[src/fles_pkg.sv]
// ---------------------------------------------------------------------------
// Flash log end search package
// Codes, widths and shared types of the flash log end search block.
// ---------------------------------------------------------------------------
package fles_pkg;

   localparam int INDEX_W = 16;
   localparam int COUNT_W = 17;
   localparam int ADDR_W  = 24;
   localparam int END_W   = 25;
   localparam int BYTE_W  = 8;

   localparam int                PACKET_BYTES_DEFAULT = 32;
   localparam logic [COUNT_W-1:0] PACKET_COUNT_RESET  = 17'd1024;
   localparam logic [BYTE_W-1:0]  ERASED_BYTE         = 8'hFF;

   localparam logic OP_START    = 1'b0;
   localparam logic OP_RESPONSE = 1'b1;

   localparam logic [2:0] PH_IDLE  = 3'd0;
   localparam logic [2:0] PH_FIRST = 3'd1;
   localparam logic [2:0] PH_MID   = 3'd2;
   localparam logic [2:0] PH_LOOP  = 3'd3;
   localparam logic [2:0] PH_FINAL = 3'd4;

   localparam logic [1:0] KIND_READ   = 2'd0;
   localparam logic [1:0] KIND_END    = 2'd1;
   localparam logic [1:0] KIND_FAIL   = 2'd2;
   localparam logic [1:0] KIND_REJECT = 2'd3;

   typedef struct packed {
      logic [2:0]         phase;
      logic [INDEX_W-1:0] lower_bound;
      logic [INDEX_W-1:0] upper_bound;
      logic [INDEX_W-1:0] probe_index;
   } search_state_type;

   typedef struct packed {
      logic [1:0]        result_kind;
      logic [ADDR_W-1:0] read_address;
      logic [END_W-1:0]  data_end;
   } search_result_type;

endpackage

[src/fles_step.sv]
// ---------------------------------------------------------------------------
// Flash log end search step
// Combinational decision for one request: next search state and the result.
// ---------------------------------------------------------------------------
module fles_step import fles_pkg::*; #(
   parameter int PACKET_BYTES = PACKET_BYTES_DEFAULT
) (
   input  logic                opcode,
   input  logic [BYTE_W-1:0]   read_byte,
   input  logic                read_ok,
   input  logic [COUNT_W-1:0]  packet_count,
   input  search_state_type    cur,
   output search_state_type    nxt,
   output search_result_type   result
);

   localparam logic [8:0] PB = 9'(PACKET_BYTES);

   logic               erased;
   logic [INDEX_W-1:0] lo_s;
   logic [INDEX_W-1:0] up_s;
   logic [COUNT_W-1:0] bound_sum;
   logic [INDEX_W-1:0] mid;
   logic               last_probe;
   logic [COUNT_W-1:0] end_index;
   logic [END_W:0]     end_prod;
   logic [END_W-1:0]   addr_prod;
   logic [1:0]         kind;

   assign erased = (read_byte == ERASED_BYTE);

   always_comb begin
      lo_s = cur.lower_bound;
      up_s = cur.upper_bound;
      if (cur.phase == PH_MID) begin
         lo_s = INDEX_W'(1);
         up_s = cur.probe_index;
      end else if (erased) begin
         up_s = cur.probe_index;
      end else begin
         lo_s = cur.probe_index;
      end
   end

   assign bound_sum  = {1'b0, up_s} + {1'b0, lo_s};
   assign mid        = bound_sum[COUNT_W-1:1];
   assign last_probe = ({1'b0, up_s} <= ({1'b0, lo_s} + COUNT_W'(1)));

   always_comb begin
      nxt       = cur;
      kind      = KIND_REJECT;
      end_index = '0;
      if (opcode == OP_START) begin
         if (cur.phase == PH_IDLE) begin
            kind            = KIND_READ;
            nxt.probe_index = '0;
            nxt.phase       = PH_FIRST;
         end
      end else if (cur.phase != PH_IDLE && cur.phase <= PH_FINAL) begin
         if (!read_ok) begin
            kind      = KIND_FAIL;
            nxt.phase = PH_IDLE;
         end else begin
            unique case (cur.phase) inside
               PH_FIRST: begin
                  if (erased) begin
                     kind      = KIND_END;
                     nxt.phase = PH_IDLE;
                  end else begin
                     kind            = KIND_READ;
                     nxt.probe_index = packet_count[COUNT_W-1:1];
                     nxt.phase       = PH_MID;
                  end
               end
               PH_MID, PH_LOOP: begin
                  if (cur.phase == PH_MID && !erased) begin
                     kind      = KIND_END;
                     end_index = {1'b0, cur.probe_index};
                     nxt.phase = PH_IDLE;
                  end else begin
                     kind            = KIND_READ;
                     nxt.lower_bound = lo_s;
                     nxt.upper_bound = up_s;
                     nxt.probe_index = mid;
                     nxt.phase       = last_probe ? PH_FINAL : PH_LOOP;
                  end
               end
               default: begin
                  kind      = KIND_END;
                  nxt.phase = PH_IDLE;
                  end_index = erased ? {1'b0, cur.probe_index}
                                     : {1'b0, cur.probe_index} + COUNT_W'(1);
               end
            endcase
         end
      end
   end

   assign end_prod  = (END_W+1)'(end_index) * (END_W+1)'(PB);
   assign addr_prod = END_W'(nxt.probe_index) * END_W'(PB);

   always_comb begin
      result.result_kind  = kind;
      result.read_address = (kind == KIND_READ) ? addr_prod[ADDR_W-1:0] : '0;
      result.data_end     = (kind == KIND_END) ? end_prod[END_W-1:0] : '0;
   end

endmodule

[src/flash_log_end_search.sv]
// ---------------------------------------------------------------------------
// Flash log end search
// Binary search for the first erased packet slot of an append-only flash log.
// ---------------------------------------------------------------------------
//  Channel  Prefix  Direction  Carries
//  request  req_    in         opcode, read_byte, read_ok
//  result   rsp_    out        result_kind, read_address, data_end
//  config   csr_    in         packet_count
//
// One request is taken per cycle while the result is not stalled; each
// request gives exactly one result. A taken request lands in the input
// register, and the step logic then fills the result register once the
// result channel is free.
// Synchronous reset clears the search to idle and packet_count to 1024.
// A stalled result holds the result register, which holds the input register.
// Configuration writes are taken in every cycle.
module flash_log_end_search import fles_pkg::*; #(
   parameter int PACKET_BYTES = PACKET_BYTES_DEFAULT
) (
   input  logic               clock,
   input  logic               reset,
   input  logic               req_valid,
   output logic               req_ready,
   input  logic               req_opcode,
   input  logic [BYTE_W-1:0]  req_read_byte,
   input  logic               req_read_ok,
   output logic               rsp_valid,
   input  logic               rsp_ready,
   output logic [1:0]         rsp_result_kind,
   output logic [ADDR_W-1:0]  rsp_read_address,
   output logic [END_W-1:0]   rsp_data_end,
   input  logic               csr_valid,
   output logic               csr_ready,
   input  logic [COUNT_W-1:0] csr_packet_count
);

   logic               in_valid_ff;
   logic               in_valid_in;
   logic               opcode_ff;
   logic [BYTE_W-1:0]  read_byte_ff;
   logic               read_ok_ff;
   logic               rsp_valid_ff;
   logic               rsp_valid_in;
   search_result_type  result_ff;
   search_result_type  result_in;
   search_state_type   state_ff;
   search_state_type   state_in;
   logic [COUNT_W-1:0] packet_count_ff;
   logic               advance;

   assign advance     = in_valid_ff && (!rsp_valid_ff || rsp_ready);
   assign req_ready   = !in_valid_ff || advance;
   assign in_valid_in = req_valid ? 1'b1 : (in_valid_ff && !advance);
   assign rsp_valid_in = advance ? 1'b1 : (rsp_valid_ff && !rsp_ready);
   assign csr_ready   = 1'b1;

   fles_step #(
      .PACKET_BYTES(PACKET_BYTES)
   ) u_step (
      .opcode       (opcode_ff),
      .read_byte    (read_byte_ff),
      .read_ok      (read_ok_ff),
      .packet_count (packet_count_ff),
      .cur          (state_ff),
      .nxt          (state_in),
      .result       (result_in)
   );

   always_ff @(posedge clock) begin
      if (reset) begin
         in_valid_ff     <= 1'b0;
         rsp_valid_ff    <= 1'b0;
         state_ff        <= '{phase: PH_IDLE, default: '0};
         packet_count_ff <= PACKET_COUNT_RESET;
      end else begin
         in_valid_ff  <= in_valid_in;
         rsp_valid_ff <= rsp_valid_in;
         if (advance) begin
            state_ff <= state_in;
         end
         if (csr_valid && csr_ready) begin
            packet_count_ff <= csr_packet_count;
         end
      end
   end

   always_ff @(posedge clock) begin
      if (req_valid && req_ready) begin
         opcode_ff    <= req_opcode;
         read_byte_ff <= req_read_byte;
         read_ok_ff   <= req_read_ok;
      end
      if (advance) begin
         result_ff <= result_in;
      end
   end

   assign rsp_valid        = rsp_valid_ff;
   assign rsp_result_kind  = result_ff.result_kind;
   assign rsp_read_address = result_ff.read_address;
   assign rsp_data_end     = result_ff.data_end;

endmodule

[config.mk]
export PLATFORM = sky130hd
export DESIGN_NAME = flash_log_end_search
export DESIGN_NICKNAME = d
export VERILOG_FILES = /design/src/fles_pkg.sv /design/src/fles_step.sv /design/src/flash_log_end_search.sv
export SDC_FILE = /design/constraint.sdc
export NUM_CORES = 1
export LEC_CHECK = 0
export CAP_MARGIN = 30
export CORE_ASPECT_RATIO = 1.25
export CORE_UTILIZATION = 55
export CTS_CLUSTER_SIZE = 20
export DETAILED_ROUTE_END_ITERATION = 12
export DONT_BUFFER_PORTS = 1
export GPL_TIMING_DRIVEN = 0
export MAX_ROUTING_LAYER = met4
export PLACE_DENSITY = 0.79
export SLEW_MARGIN = 20
export SYNTH_ARGS = -nofsm -noshare
export SYNTH_HDL_FRONTEND = slang
export SYNTH_SLANG_ARGS = --single-unit
[constraint.sdc]
create_clock -name clock -period 3.6 [get_ports clock]
set_clock_uncertainty 0.2 [all_clocks]
set_input_delay 0.18 -clock clock [delete_from_list [all_inputs] [get_ports clock]]
set_output_delay 0.18 -clock clock [all_outputs]
set_load 0.03 [all_outputs]
==> flow_metrics.env <==
export IMPL_status="finished with violations"
export IMPL_violations="setup timing"
export IMPL_p_seq_frac=0.424
export IMPL_pin_count=86
export IMPL_drt_wl_total_um=26300
export IMPL_synth_seq_cells=114
export IMPL_cts_path_max_buffers=2
export IMPL_synth_cell_area_um2=7190
export IMPL_post_route_period_util=1.06
export IMPL_fin_crit_ns=3.80
export IMPL_path_class="reg2reg"
export IMPL_clkTransAtPathRegs_ns=0.06
export IMPL_hpwl_um=16500
export IMPL_place_ws_ns=-0.910
export IMPL_synthToLayoutAreaGrowth_pct=31.3
export IMPL_p_sw_uw=847
export IMPL_cts_root_buf="clkbuf_16"
export IMPL_avgSynthCellArea_um2=8.58
export IMPL_utilization=0.742
export IMPL_core_area_um2=12700
export IMPL_power_frac_clock=0.508
export IMPL_slew_headroom=0.468
export IMPL_htree_levels=4
export IMPL_dr_pass1_iters=8
export IMPL_startpoint_type="flop"
export IMPL_drive_above_1_share=0.257
export IMPL_power_density_nw_per_um2=356
export IMPL_p_comb_frac=0.068
export IMPL_die_h_um=130
export IMPL_cts_num_sinks=114
export IMPL_fin_hold_ws_ns=0.0470
export IMPL_globalplace_congestion=1.02
export IMPL_synth_seq_area_share=0.380
export IMPL_p_int_uw=2510
export IMPL_end_kind="flop"
export IMPL_arrival_ns=3.77
export IMPL_min_path_type="in2reg"
export IMPL_fp_dieW_um=104
export IMPL_cts_made_buffers=17
export IMPL_grt_total_usage=0.390
export IMPL_rsz0062_at_grt="true"
export IMPL_syn_instance_count=838
export IMPL_drtAntennaViolNets=0
export IMPL_cts_tree="yes"
export IMPL_max_freq_ghz=0.263
export IMPL_die_area_um2=13500
export IMPL_async_flop_share=0
export IMPL_synth_edf_count=45
export IMPL_p_leak_uw=0.00357
export IMPL_grt_max_degree=35
export IMPL_antenna_cells=0
export IMPL_slew_violations=0
export IMPL_initial_core_util=0.565
export IMPL_yosys_most_used_dff="dfxtp_1"
export IMPL_fin_nets=1025
export IMPL_dr_total_vias=7508
export IMPL_p_total_uw=3360
export IMPL_critical_path_max_fanout=8
export IMPL_setup_ws_ns=-0.203
export IMPL_io_buffers=0
export IMPL_viasPerCell=6.60
export IMPL_ir_worst_vdd_uv=284
export IMPL_hold_violations=0
export IMPL_swShare=0.252
export IMPL_clk_latency_ns=0.43
export IMPL_cp_required_ns=3.56
export IMPL_rows=46
export IMPL_yosys_warnings=0
export IMPL_globalRoute_totalOverflow=0
export IMPL_grt_pass1_vias=6940
export IMPL_grt_first_pass_wirelength_um=38100
export IMPL_setup_viol=18
export IMPL_worst_pin_slew_ns=0.798
export IMPL_drt_iter0_drc=903
export IMPL_max_cap_viol_count=0
export IMPL_antenna_found_initial=0
export IMPL_detail_route_wl_per_cell_um=23.1
export IMPL_synth_cell_type_count=75
export IMPL_drc=0
[sequential cells by signal, summed over array words and instances, names as in the netlist]
register,count
rsp_read_address,16
state_ff,51
rsp_data_end,17
read_byte_ff,8
opcode_ff,1
rsp_valid,1
read_ok_ff,1
rsp_result_kind,2
packet_count_ff,16
in_valid_ff,1
[cell type report]
cell class,count,area [um2]
clock inverters,13,135
fillers,872,3280
clock buffers,19,453
repair buffers,91,832
plain buffers,64,390
well taps,168,210
flip-flops and latches,114,2740
multi-input cells,655,4630
inverters,14,52.6
[power groups by stage]
stage | registers [uW] | clock network (uW) | logic [uW]
finish | 1420 | 1700 | 229
detailed placement | 1450 | 0 | 172
CTS | 1420 | 1690 | 214
global route | 1430 | 1760 | 241
floorplan | 1450 | 0 | 131
global placement | 1450 | 0 | 167
[per-layer routing]
| layer | vias to the layer above | global-route usage | part of all wire |
|---|---|---|---|
| li1 | 3243 | - | - |
| met1 | 3483 | 0.411 | 0.34 |
| met2 | 603 | 0.641 | 0.48 |
| met3 | 179 | 0.0909 | 0.10 |
| met4 | 0 | 0.297 | 0.079 |
| met5 | - | - | 0 |
[cells in the mapped netlist (all sizes together) (6+ instances only)]
master / n / area, um2
nor3: 13 / 76.3
xnor2: 14 / 123
mux2i: 21 / 210
nor2: 78 / 305
a21oi: 80 / 408
and3: 6 / 37.5
ha: 35 / 438
a211oi: 7 / 57.6
o211ai: 10 / 75.1
nor2b: 6 / 37.5
buf: 42 / 256
mux2: 16 / 180
nand4: 14 / 100
xor2: 9 / 78.8
a2111oi: 6 / 109
dfxtp: 69 / 1380
edfxtp: 45 / 1350
nand3: 27 / 150
a21o: 15 / 113
clkbuf: 28 / 106
a31oi: 8 / 50.1
nand2: 147 / 562
a22oi: 14 / 105
o21ai: 41 / 216
o31ai: 6 / 45.0
inv: 14 / 52.6
[cells in the final DEF (no fill, tap or decap), types with 22 or more instances in the layout]
| cell | n |
|---|---|
| nand3_1 | 22 |
| a21oi_1 | 60 |
| ha_1 | 22 |
| dlygate4sd3_1 | 29 |
| nor2_1 | 70 |
| o21ai_0 | 26 |
| dfxtp_1 | 67 |
| buf_4 | 70 |
| edfxtp_1 | 45 |
| nand2_1 | 139 |
[what timing repair did]
action | in CTS | in global routing
buffers inserted | 43 | 18
pin swaps | 40 | 45
hold buffers | 29 | 0
gates resized for setup | 70 | 59
cloned | 1 | 0
hold endpoints to repair | 28 | 0
endpoints found under the setup margin | 32 | 28
[critical path, stage by stage (launching register included)]
cell	delay [ns]
edfxtp_1	0.42
buf_6	0.14
nand4_4	0.10
nor2_4	0.06
buf_12	0.14
buf_8	0.13
nand2_4	0.07
nand3_4	0.11
buf_12	0.16
ha_4	0.16
fa_2	0.37
a211oi_4	0.36
o21ai_2	0.13
a311o_1	0.35
a31oi_1	0.21
nor2_1	0.07
a31oi_2	0.24
a21oi_2	0.09
[logic make-up (layout without fill, tap and decap cells)]
| family | Yosys count | after routing | share of synthesized area |
|---|---|---|---|
| simple gates | 318 | 318 | 0.205 |
| compound gates | 224 | 224 | 0.210 |
| flops | 114 | 114 | 0.380 |
| buf+inv | 84 | 201 | 0.0578 |
| mux | 37 | 37 | 0.0543 |
| fa+ha+maj | 36 | 36 | 0.0637 |
| xor+xnor | 23 | 23 | 0.0280 |
| other cells | 2 | 17 | 0.00104 |
[metrics by stage]
stage | instances | cell area (um2) | TNS, ns
5_1_grt | 1138 | 9440 | -3.65
4_1_cts | 1125 | 9100 | -0.585
6_report | 1138 | 9440 | -1.71
3_5_place_dp | 1022 | 7580 | -18.51
3_3_place_gp | 1021 | 7560 | -18.08
2_1_floorplan | 853 | 7350 | 0
[worst paths after layout]
path                                        endpoint  slack [ns]  cells past startpoint                      start
hold reg to reg            state_ff[23]$_SDFFE_PP0P_        0.25                      2  state_ff[23]$_SDFFE_PP0P_
hold / removal             read_byte_ff[4]$_DFFE_PP_        0.05                      1                  req_valid
setup / recovery  rsp_read_address[18]$_SDFFCE_PP0P_       -0.20                     17  read_byte_ff[2]$_DFFE_PP_
setup reg to reg  rsp_read_address[18]$_SDFFCE_PP0P_       -0.20                     17  read_byte_ff[2]$_DFFE_PP_
(Power assumes the default switching activity.)
